**src/rtl/plt_pkg.sv**
```systemverilog
// Shared types and constants for the palette nearest-colour mapper.
package plt_pkg;

   typedef enum logic {
      CMD_LOAD = 1'b0,
      CMD_MAP  = 1'b1
   } plt_cmd_type;

   typedef struct packed {
      plt_cmd_type cmd;
      logic [7:0]  slot;
      logic [7:0]  alpha;
      logic [7:0]  blue;
      logic [7:0]  green;
      logic [7:0]  red;
   } plt_job_type;

   localparam int QUEUE_DEPTH = 2;
   localparam int QPTR_W      = $clog2(QUEUE_DEPTH);
   localparam int QCNT_W      = $clog2(QUEUE_DEPTH + 1);
   localparam int CHAN_W      = 8;
   localparam int SQ_W        = 2 * CHAN_W;
   localparam int DIST_W      = 18;
   localparam int COUNT_W     = 9;
   localparam int INDEX_W     = 8;

endpackage

```
**src/rtl/plt_front.sv**
```systemverilog
// Front end: accepts request words, classifies them and queues jobs for the back end.
module plt_front import plt_pkg::*; #(
   parameter int PALETTE_DEPTH = 256
) (
   input  logic        clock,
   input  logic        reset,
   input  logic        req_push,
   output logic        req_full,
   input  logic        req_command,
   input  logic [7:0]  req_entry_index,
   input  logic [7:0]  req_red,
   input  logic [7:0]  req_green,
   input  logic [7:0]  req_blue,
   input  logic [7:0]  req_alpha,
   output logic        job_valid,
   output plt_job_type job,
   input  logic        job_take
);

   plt_job_type              queue_ff [QUEUE_DEPTH];
   logic [QPTR_W-1:0]        wr_ptr_ff;
   logic [QPTR_W-1:0]        rd_ptr_ff;
   logic [QCNT_W-1:0]        count_ff;
   plt_job_type              job_in;
   logic                     accept;
   logic                     slot_ok;
   logic                     keep;
   logic                     take;

   assign req_full  = (count_ff == QCNT_W'(QUEUE_DEPTH));
   assign job_valid = (count_ff != '0);
   assign job       = queue_ff[rd_ptr_ff];
   assign accept    = req_push && !req_full;
   assign take      = job_take && job_valid;
   assign slot_ok   = (32'(req_entry_index) < 32'(PALETTE_DEPTH));

   // A transparent pixel is searched as all-zero; loads to absent slots are dropped.
   always_comb begin
      job_in.cmd   = plt_cmd_type'(req_command);
      job_in.slot  = req_entry_index;
      job_in.alpha = req_alpha;
      if ((job_in.cmd == CMD_MAP) && (req_alpha == '0)) begin
         job_in.red   = '0;
         job_in.green = '0;
         job_in.blue  = '0;
      end else begin
         job_in.red   = req_red;
         job_in.green = req_green;
         job_in.blue  = req_blue;
      end
      keep = accept && ((job_in.cmd == CMD_MAP) || slot_ok);
   end

   always_ff @(posedge clock) begin
      if (keep) begin
         queue_ff[wr_ptr_ff] <= job_in;
      end
   end

   always_ff @(posedge clock) begin
      if (reset) begin
         wr_ptr_ff <= '0;
         rd_ptr_ff <= '0;
         count_ff  <= '0;
      end else begin
         if (keep) begin
            wr_ptr_ff <= (wr_ptr_ff == QPTR_W'(QUEUE_DEPTH - 1)) ? '0 : wr_ptr_ff + 1'b1;
         end
         if (take) begin
            rd_ptr_ff <= (rd_ptr_ff == QPTR_W'(QUEUE_DEPTH - 1)) ? '0 : rd_ptr_ff + 1'b1;
         end
         count_ff <= count_ff + QCNT_W'(keep) - QCNT_W'(take);
      end
   end

endmodule

```
**config.mk**
```make
export PLATFORM = sky130hd
export DESIGN_NAME = plt_front
export DESIGN_NICKNAME = d
export VERILOG_FILES = /design/src/rtl/plt_pkg.sv /design/src/rtl/plt_front.sv
export SDC_FILE = /design/constraint.sdc
export NUM_CORES = 1
export LEC_CHECK = 0
export ABC_AREA = 1
export BUFFER_PORTS_ARGS = -buffer_cell sky130_fd_sc_hd__buf_2
export CORE_ASPECT_RATIO = 0.6
export CORE_MARGIN = 2
export CORE_UTILIZATION = 53
export CTS_CLUSTER_SIZE = 30
export DETAILED_ROUTE_END_ITERATION = 8
export PLACE_DENSITY = 0.79
export RECOVER_POWER = 50
export SLEW_MARGIN = 0
export SYNTH_ARGS = -nofsm -noshare
export SYNTH_HDL_FRONTEND = slang
export SYNTH_SLANG_ARGS = --single-unit
```
**constraint.sdc**
```tcl
create_clock -name clock -period 3.3 [get_ports clock]
set_clock_uncertainty 0.15 [all_clocks]
set_input_delay 0.165 -clock clock [delete_from_list [all_inputs] [get_ports clock]]
set_output_delay 0.165 -clock clock [all_outputs]
set_load 0.01 [all_outputs]
```
Yosys cells after proc, flatten, opt, wreduce, memory -nomap -nowiden
Memory sizes are Yosys's and may differ from the RTL's. A register that Yosys moved wholly into a read port is not among the register bits.
Cells that the tools add are included.
Widths: inputs -> output; s select.
Storage, ports and cells
  RAM bits: 82
  memories kept: 1
  output and inout bits: 43
  input port bits: 45
  register bits: 4
Memory list
  queue_ff: depth 2, bits a word 41, rd ports 1, clocked after memory_dff 1, write ports 1, line plt_front.sv:20  | plt_job_type queue_ff [QUEUE_DEPTH];
Operators by class
  mux-type cells: 7
  equality and inequality tests: 1
  reductions and logical operators: 6
  add/sub/neg operators: 4
Operator list (count)
  $mux 24: 1
  $logic_not 8->1: 1
  $mux 1: 6
  $logic_and 1x1->1: 3
  $add 1x1->1 const B: 2
  $add 2x1->2: 1
  $eq 2x2->1 const B: 1
  $reduce_bool 2->1: 1
  $sub 2x1->2: 1
  $logic_not 1->1: 1

Depth between registers and ports, before layout
Gate-level depths: netlist of the first run.
  word-level depth: 5
  gate-level depth with buffers: 11
  mapped depth without buffers: 11

Worst setup path before layout of the first run
Ideal clock, no wire load.
  kind: register to register
  from: register count_ff[0]
  to: memory queue_ff[0][0] (netlist bit), enable pin
  library setup time: 439 ps
  cell stages (with the launch flop): 5
  arrival: 2286 ps
  path slack: 425 ps
  cells stage by stage: dfxtp_1 > inv_1 > nand2_1 > nand2_1 > nor2_1
On the way
  word-level cells in the longest chain between the ends: 5
RTL lines
  start: declaration: line plt_front.sv:23  | logic [QCNT_W-1:0] count_ff;
  start signal: assignment: line plt_front.sv:72  | count_ff <= count_ff + QCNT_W'(keep) - QCNT_W'(take);
  $eq 2x2->1: line plt_front.sv:30  | assign req_full = (count_ff == QCNT_W'(QUEUE_DEPTH));
  $logic_not 1->1: line plt_front.sv:33  | assign accept = req_push && !req_full;
  $logic_and 1x1->1: line plt_front.sv:33
  $mux 1: line plt_front.sv:55  | if (keep) begin
  $mux 1 (implied by the code): line plt_front.sv:56  | queue_ff[wr_ptr_ff] <= job_in;
  end: declaration: line plt_front.sv:20
Every way passes these cells.

==> results.sh, run 1 <==
export IMPL_die_h_um=68.3
export IMPL_required_ns=2.98
export IMPL_fin_crit_ns=2.34
export IMPL_synth_top_area_share=0.674
export IMPL_start_util=0.547
export IMPL_placedCellCount=393
export IMPL_drive_above_1_share=0.331
export IMPL_clk_path_buf_depth=2
export IMPL_multiInputGateArea_sq_um=798
export IMPL_ys_seq_area_frac=0.701
export IMPL_drc=0
export IMPL_avgRoutedWirePerCell_um=14.1
export IMPL_crit_fanout=24
export IMPL_layout_setup_ws_ns=0.956
export IMPL_vdd_drop_max_mv=0.566
export IMPL_outcome="complete, no violations"
export IMPL_relSlewSlack=0.265
export IMPL_preCtsSetupSlack_ns=1.43
export IMPL_final_hold_viol_count=0
export IMPL_crit_path_end_kind="output pin"
export IMPL_synth_nets=271
export IMPL_globalplace_congestion=0.768
export IMPL_yosysTopAreaCell="edfxtp_1"
export IMPL_antenna_found_initial=0
export IMPL_final_nets=383
export IMPL_die_w_um=111
export IMPL_diodes=0
export IMPL_grt_max_degree=42
export IMPL_netlist_instances=224
export IMPL_yosysWarningCount=0
export IMPL_fin_cells=428
export IMPL_clkTransAtPathRegs_ns=0.06
export IMPL_met3_usage=0.0664
export IMPL_clk_latency_ns=0.32
export IMPL_synth_area_leaders="edfxtp_1, mux2_4, nor2_1, inv_1, dfxtp_1"
export IMPL_portBuffers=87
export IMPL_grt_use_met2=0.261
export IMPL_cts_sinks=87
export IMPL_h_tree_depth=3
export IMPL_area_growth_pct=22.7
export IMPL_cts_made_buffers=9
export IMPL_fillers=513
export IMPL_vias=2006
export IMPL_avgSynthCellArea_sq_um=16.3
export IMPL_min_path_type="in -> reg"
export IMPL_power_w=0.00315
export IMPL_tns_ns=0
export IMPL_grt_pass1_vias=1982
export IMPL_grt_first_pass_wirelength_mm=9.33
export IMPL_worst_pin_slew_ns=1.10
export IMPL_p_leak_nw=1.85
export IMPL_drt_wl_total_mm=6.06
export IMPL_max_cap_violations=0
export IMPL_slew_violations=0
export IMPL_root_buffer="clkbuf_16"
export IMPL_die_area_sq_um=7600
export IMPL_fmax_ghz=0.427
export IMPL_seq_area_sq_um=2560
export IMPL_fin_crit_sh=0.710
export IMPL_core_sq_um=6680
export IMPL_p_per_area_nw_per_um2=702
export IMPL_worstHoldStart="job_take"
export IMPL_dp_hpwl_mm=3.91
export IMPL_crit_type="reg -> out"
export IMPL_arrival_ns=2.03
export IMPL_track_usage=0.166
export IMPL_grt_busiest_layer="met2"
export IMPL_ys_types=13
export IMPL_cts_tree="done"
export IMPL_rrSetupSlack_ns=1.17
export IMPL_ys_ff_latch=87
export IMPL_rows=23
export IMPL_vias_per_cell=4.69
export IMPL_drtIter0Drc=71
export IMPL_final_common_cell="edfxtp_1"
export IMPL_rsz0062_at_grt="no"
export IMPL_ctsResizeCount=0
export IMPL_use_met1=0.214
export IMPL_post_cts_buffers=0
export IMPL_setup_viol=0
export IMPL_final_cell_mix="edfxtp_1, buf_2, nor2_1"
export IMPL_grt_overflow_total=0
export IMPL_drtPass1Iterations=4
export IMPL_r2r_start="count_ff[0]"
export IMPL_detail_route_antenna_nets=0
export IMPL_worst_setup_path_start_kind="flip-flop"
export IMPL_pin_count=88
export IMPL_synth_area_sq_um=3650
==> worst paths after layout <==
kind,end,cells past startpoint
setup / recovery,job[28],3
hold / removal,rd_ptr_ff,4
setup reg to reg,queue_ff[0][14],5
hold reg to reg,rd_ptr_ff,2
==> cells by family after synthesis <==
family / share of synthesized area
AND/OR/NAND/NOR: 0.0558
flip-flops: 0.701
adder cells (fa/ha/maj): 0.00685
buffers and inverters: 0.0661
AO/OA/AOI/OAI: 0.00274
multiplexers: 0.167
==> power breakdown <==
part	total (W)	internal, W	switching [W]
Clock	0.000875	0.000506	0.000369
Combinational	0.000794	0.000384	0.000410
Sequential	0.00148	0.00141	0.0000727
Total	0.00315	0.00230	0.000852
==> metrics by stage <==
step                      hold slack [ns]   util  cell area, sq um
after global placement              0.190  0.617              4120
after CTS                         0.00239  0.685              4570
after floorplan                    0.0862      -              3650
after detailed placement            0.193  0.617              4120
after global routing              0.00756  0.672              4490
final                              0.0203  0.672              4490
==> state kept, by name, summed over array words and instances, names as in the netlist, named ones only <==
name / count
wr_ptr_ff: 1
rd_ptr_ff: 1
queue_ff: 82
count_ff: 2
==> layout make-up <==
cell class,instances,area share
multi-input combinational,96,0.178
tap,87,0.0243
clock buffer,12,0.0527
clock inverter,4,0.00502
timing repair buffer,108,0.140
sequential,87,0.571
inverter,34,0.0285
==> layer usage <==
| layer | routed length (um) | up-vias |
|---|---|---|
| met3 | 437 | 8 |
| met4 | 57 | 0 |
| li1 | - | 998 |
| met2 | 2740 | 69 |
| met5 | 0 | - |
| met1 | 2820 | 931 |
==> timing repair <==
action / in CTS / in global routing
hold buffers: 19 / 0
setup endpoints to repair: 0 / 0
hold endpoints to repair: 38 / 0
==> synthesized netlist by cell type (all sizes together) <==
cell type,instances
a21oi,2
buf,7
dfxtp,5
edfxtp,82
ha,2
inv,34
mux2,41
nand2,9
nand3,4
nor2,38
==> critical path, cell delays in order (launching register included) <==
cell,delay (ns)
dfxtp_1,0.91
buf_12,0.30
mux2_2,0.35
buf_2,0.14
(Power assumes the default switching activity.)
==> run 2, diff against run 1 <==
--- a/config.mk
+++ b/config.mk
@@ -9,10 +9,10 @@
 export BUFFER_PORTS_ARGS = -buffer_cell sky130_fd_sc_hd__buf_2
 export CORE_ASPECT_RATIO = 0.6
 export CORE_MARGIN = 2
-export CORE_UTILIZATION = 53
+export CORE_UTILIZATION = 48
 export CTS_CLUSTER_SIZE = 30
 export DETAILED_ROUTE_END_ITERATION = 8
-export PLACE_DENSITY = 0.79
+export PLACE_DENSITY = 0.76
 export RECOVER_POWER = 50
 export SLEW_MARGIN = 0
 export SYNTH_ARGS = -nofsm -noshare
==> constraint.sdc (replaced) <==
create_clock -name clock -period 1.9 [get_ports clock]
set_clock_uncertainty 0.15 [all_clocks]
set_input_delay 0.095 -clock clock [delete_from_list [all_inputs] [get_ports clock]]
set_output_delay 0.095 -clock clock [all_outputs]
set_load 0.01 [all_outputs]
==> results.sh, run 2 (synthesis gave the netlist of run 1 again) <==
export IMPL_fmax_ghz=0.570
export IMPL_placed_area_sq_um=4200
export IMPL_die_h_um=71.6
export IMPL_clk_path_buf_depth=2
export IMPL_power_share_combinational=0.277
export IMPL_power_frac_seq=0.437
export IMPL_clkTransAtPathRegs_ns=0.06
export IMPL_grt_max_degree=42
export IMPL_track_usage=0.166
export IMPL_use_met1=0.201
export IMPL_crit_path_end_kind="output pin"
export IMPL_grt_overflow_total=0
export IMPL_globalplace_congestion=0.703
export IMPL_met3_usage=0.0525
export IMPL_root_buffer="clkbuf_16"
export IMPL_rsz0062_at_grt="no"
export IMPL_worst_pin_slew_ns=0.484
export IMPL_relSlewSlack=0.677
export IMPL_vias=2154
export IMPL_drtPass1Iterations=4
export IMPL_fin_crit_ns=1.75
export IMPL_avgRoutedWirePerCell_um=13.9
export IMPL_top_regs="queue_ff x82, count_ff x2"
export IMPL_final_area_sq_um=4880
export IMPL_diodes=0
export IMPL_die_w_um=117
export IMPL_core_sq_um=7330
export IMPL_final_cell_mix="edfxtp_1, buf_2, dlygate4sd3_1"
export IMPL_largest_register_ffs=82
export IMPL_vdd_drop_max_mv=0.640
export IMPL_p_sw_w=0.00152
export IMPL_required_ns=1.65
export IMPL_cts_made_buffers=9
export IMPL_worst_setup_path_start_kind="flip-flop"
export IMPL_dp_hpwl_mm=4.08
export IMPL_p_leak_nw=2.03
export IMPL_fin_crit_sh=0.923
export IMPL_rows=24
export IMPL_pin_count=88
export IMPL_grt_busiest_layer="met2"
export IMPL_vias_per_cell=4.54
export IMPL_die_area_sq_um=8350
export IMPL_internal_power_w=0.00426
export IMPL_drt_wl_total_mm=6.59
export IMPL_drtIter0Drc=119
export IMPL_clock_power_share=0.286
export IMPL_cts_tree="done"
export IMPL_start_util=0.499
export IMPL_crit_fanout=17
export IMPL_grt_pass1_vias=2172
export IMPL_clk_latency_ns=0.33
export IMPL_detail_route_antenna_nets=0
export IMPL_antenna_found_initial=0
export IMPL_regMostFlops="queue_ff"
export IMPL_cts_sinks=87
export IMPL_switching_share=0.263
export IMPL_final_nets=412
export IMPL_final_hold_viol_count=0
export IMPL_slew_violations=0
export IMPL_outcome="complete, no violations"
export IMPL_portBuffers=87
export IMPL_area_growth_pct=33.4
export IMPL_grt_first_pass_wirelength_mm=10.2
export IMPL_post_cts_buffers=0
export IMPL_tns_ns=0
export IMPL_crit_type="reg -> out"
export IMPL_arrival_ns=1.51
export IMPL_h_tree_depth=3
export IMPL_drive_above_1_share=0.365
export IMPL_grt_use_met2=0.284
export IMPL_max_cap_violations=0
export IMPL_min_path_type="in -> reg"
export IMPL_drc=0
export IMPL_setup_viol=0
export IMPL_final_common_cell="edfxtp_1"
export IMPL_p_per_area_nw_per_um2=1190
run 2: cell types whose count changed in the layout (fill, tap and decap cells not counted), moves of 2 or more:
cell	before	now
clkinv_2	3	1
mux2_1	16	0
mux2_4	24	40
buf_2	69	72
dlygate4sd3_1	19	44
buf_4	0	2
clkbuf_1	20	18
run 2: worst max-delay path: stages (launching register included):
cell and delay (ns):
dfxtp_2 0.35, buf_4 0.32, mux2_2 0.37, buf_2 0.14
run 2: power by group through the flow:
stage	Sequential [W]	Clock, W	Combinational, W
3_3_place_gp	0.00255	0	0.00157
2_1_floorplan	0.00254	0	0.00116
3_5_place_dp	0.00257	0	0.00158
4_1_cts	0.00253	0.00171	0.00166
5_1_grt	0.00255	0.00178	0.00174
6_report	0.00253	0.00165	0.00160
run 2: path summary, 6_finish.rpt:
| kind | from | to | slack, ns | cells after the start |
|---|---|---|---|---|
| max reg2reg | count_ff[0] | count_ff[1] | 0.20 | 10 |
| min reg2reg | rd_ptr_ff | rd_ptr_ff | 0.38 | 2 |
| max | flip-flop | job[28] | 0.15 | 3 |
| min | reset | count_ff[0] | 0.33 | 3 |
run 2: layout make-up:
class,instances,area (sq um)
multi-input cells,96,853
flip-flops and latches,87,2560
repair buffers,137,916
clock inverters,4,46.3
clock buffers,12,236
inverters,34,131
fillers,552,2450
well taps,104,130
run 2: per-stage QoR:
stage | hold slack (ns) | power [W] | setup slack (ns) | std cells | util
after CTS | 0.311 | 0.00590 | 0.114 | 474 | 0.672
after global placement | 0.122 | 0.00412 | 0.239 | 414 | 0.573
final | 0.327 | 0.00579 | 0.147 | 474 | 0.666
after detailed placement | 0.135 | 0.00415 | 0.129 | 414 | 0.573
after floorplan | 0.0162 | 0.00370 | 0.140 | 224 | -
after global routing | 0.337 | 0.00607 | 0.0839 | 474 | 0.666
run 2: routing by layer:
metal	share of wire	wire length, um
met4	0.00091	6
met2	0.49	3210
met1	0.44	2880
met5	0	0
met3	0.074	486
run 2: timing repair:
action	in CTS	in global routing
hold buffers	44	0
hold endpoints to repair	87	0
setup endpoints to repair	0	1
gates resized for setup	0	1
==> run 3, diff against run 2 <==
--- a/config.mk
+++ b/config.mk
@@ -7,8 +7,9 @@
 export LEC_CHECK = 0
 export ABC_AREA = 1
 export BUFFER_PORTS_ARGS = -buffer_cell sky130_fd_sc_hd__buf_2
+export CAP_MARGIN = 10
 export CORE_ASPECT_RATIO = 0.6
-export CORE_MARGIN = 2
+export CORE_MARGIN = 10
 export CORE_UTILIZATION = 48
 export CTS_CLUSTER_SIZE = 30
 export DETAILED_ROUTE_END_ITERATION = 8
==> results.sh, run 3 (synthesis gave the netlist of run 1 again) <==
export IMPL_outcome="complete, no violations"
export IMPL_cts_made_buffers=9
export IMPL_min_path_type="in -> reg"
export IMPL_worst_pin_slew_ns=0.490
export IMPL_die_area_sq_um=11600
export IMPL_start_util=0.499
export IMPL_die_h_um=87.6
export IMPL_post_cts_buffers=0
export IMPL_crit_fanout=24
export IMPL_arrival_ns=1.71
export IMPL_cpPeakStageDelay_ns=0.55
export IMPL_largest_register_ffs=82
export IMPL_placed_area_sq_um=4210
export IMPL_clk_latency_ns=0.34
export IMPL_fin_cells=475
export IMPL_r2r_start="count_ff[0]"
export IMPL_critical_path_endpoint="queue_ff[0][18]"
export IMPL_worstPathCellList="dlygate4sd3_1 -> clkbuf_1 -> nor2_1 -> nand3_1 -> nor2_4 -> buf_2 -> nor2_1"
export IMPL_grt_overflow_total=0
export IMPL_area_growth_pct=33.5
export IMPL_grt_max_degree=28
export IMPL_detail_route_antenna_nets=0
export IMPL_top_regs="queue_ff x82, count_ff x2"
export IMPL_drtIter0Drc=129
export IMPL_worst_setup_path_start_kind="input pin"
export IMPL_drt_wl_total_mm=7.81
export IMPL_fmax_ghz=0.557
export IMPL_rsz0062_at_grt="no"
export IMPL_required_ns=1.81
export IMPL_final_nets=413
export IMPL_drc=0
export IMPL_fin_crit_sh=0.945
export IMPL_final_hold_viol_count=0
export IMPL_vias_per_cell=4.61
export IMPL_placedCellCount=415
export IMPL_drive_above_1_share=0.350
export IMPL_vdd_drop_max_mv=0.814
export IMPL_h_tree_depth=3
export IMPL_regMostFlops="queue_ff"
export IMPL_tns_ns=0
export IMPL_slew_violations=0
export IMPL_final_area_sq_um=4880
export IMPL_grt_first_pass_wirelength_mm=12.2
export IMPL_portBuffers=87
export IMPL_rr_worst_depth=5
export IMPL_fillers=551
export IMPL_dp_hpwl_mm=5.04
export IMPL_clk_path_buf_depth=2
export IMPL_globalplace_congestion=0.726
export IMPL_pin_count=88
export IMPL_root_buffer="clkbuf_16"
export IMPL_reg2reg_to="queue_ff[0][16]"
export IMPL_cts_sinks=87
export IMPL_fin_crit_ns=1.80
export IMPL_antenna_found_initial=0
export IMPL_p_per_area_nw_per_um2=1200
export IMPL_final_cell_mix="edfxtp_1, buf_2, dlygate4sd3_1"
export IMPL_crit_type="in -> reg"
export IMPL_setup_viol=0
export IMPL_diodes=0
export IMPL_drtPass1Iterations=5
export IMPL_final_common_cell="edfxtp_1"
export IMPL_track_usage=0.137
export IMPL_cts_tree="done"
export IMPL_p_leak_nw=2.02
export IMPL_rrSetupSlack_ns=0.11
export IMPL_rows=24
export IMPL_cp_slowest_cell="dlygate4sd3_1"
export IMPL_final_util=0.666
export IMPL_core_sq_um=7330
export IMPL_avgRoutedWirePerCell_um=16.4
export IMPL_clkTransAtPathRegs_ns=0.06
export IMPL_relSlewSlack=0.673
export IMPL_crit_path_end_kind="flip-flop"
export IMPL_crit_start="req_alpha[3]"
export IMPL_die_w_um=133
export IMPL_vias=2188
export IMPL_grt_pass1_vias=2396
export IMPL_cpMostUsedCell="nor2_1"
export IMPL_max_cap_violations=0
==> run 3: final cells by class <==
cell class / count / area (sq um) / share of cell area
sequential: 87 / 2570 / 0.526
timing repair buffer: 138 / 926 / 0.190
multi-input combinational: 96 / 845 / 0.173
clock buffer: 11 / 233 / 0.0477
inverter: 34 / 131 / 0.0269
tap: 104 / 130 / 0.0267
clock inverter: 5 / 48.8 / 0.0100
==> run 3: metrics by stage <==
stage	setup slack [ns]	total power, W	hold WS, ns
finish	0.104	0.00586	0.309
global route	0.0188	0.00614	0.333
CTS	0.0104	0.00595	0.291
detailed placement	0.144	0.00420	0.126
global placement	0.248	0.00415	0.118
floorplan	0.140	0.00370	0.0162
==> run 3: worst min-delay path by stage <==
stage	startpoint	end	slack, ns	cells after the start
2_1_floorplan	reset	count_ff[0]	0.02	1
3_3_place_gp	reset	count_ff[0]	0.12	2
3_5_place_dp	reset	count_ff[0]	0.13	2
4_1_cts	reset	count_ff[0]	0.29	3
5_1_grt	reset	count_ff[0]	0.33	3
6_report	reset	count_ff[0]	0.31	3
==> run 3: power by group <==
part | switching [W] | total, W | internal (W)
clock | 0.000672 | 0.00168 | 0.00101
combinational | 0.000820 | 0.00163 | 0.000813
sequential | 0.000106 | 0.00255 | 0.00244
total | 0.00160 | 0.00586 | 0.00426
==> run 3: critical path: cells and delay by family <==
| kind | cells | cell delay (ns) |
|---|---|---|
| and+or+nand+nor | 4 | 0.50 |
| buffers and inverters | 3 | 1.10 |
==> run 3: metal layers <==
layer / GRT usage / share of wire / vias up
li1: - / - / 1060
met1: 0.146 / 0.43 / 1040
met2: 0.233 / 0.48 / 77
met3: 0.0663 / 0.084 / 11
met4: 0.0577 / 0.014 / 0
met5: 0 / 0 / -
==> run 3: repair_timing <==
action | in CTS | in global routing
endpoints found under the setup margin | 0 | 10
gates resized for setup | 0 | 2
hold buffers | 44 | 0
endpoints found under the hold margin | 87 | 0
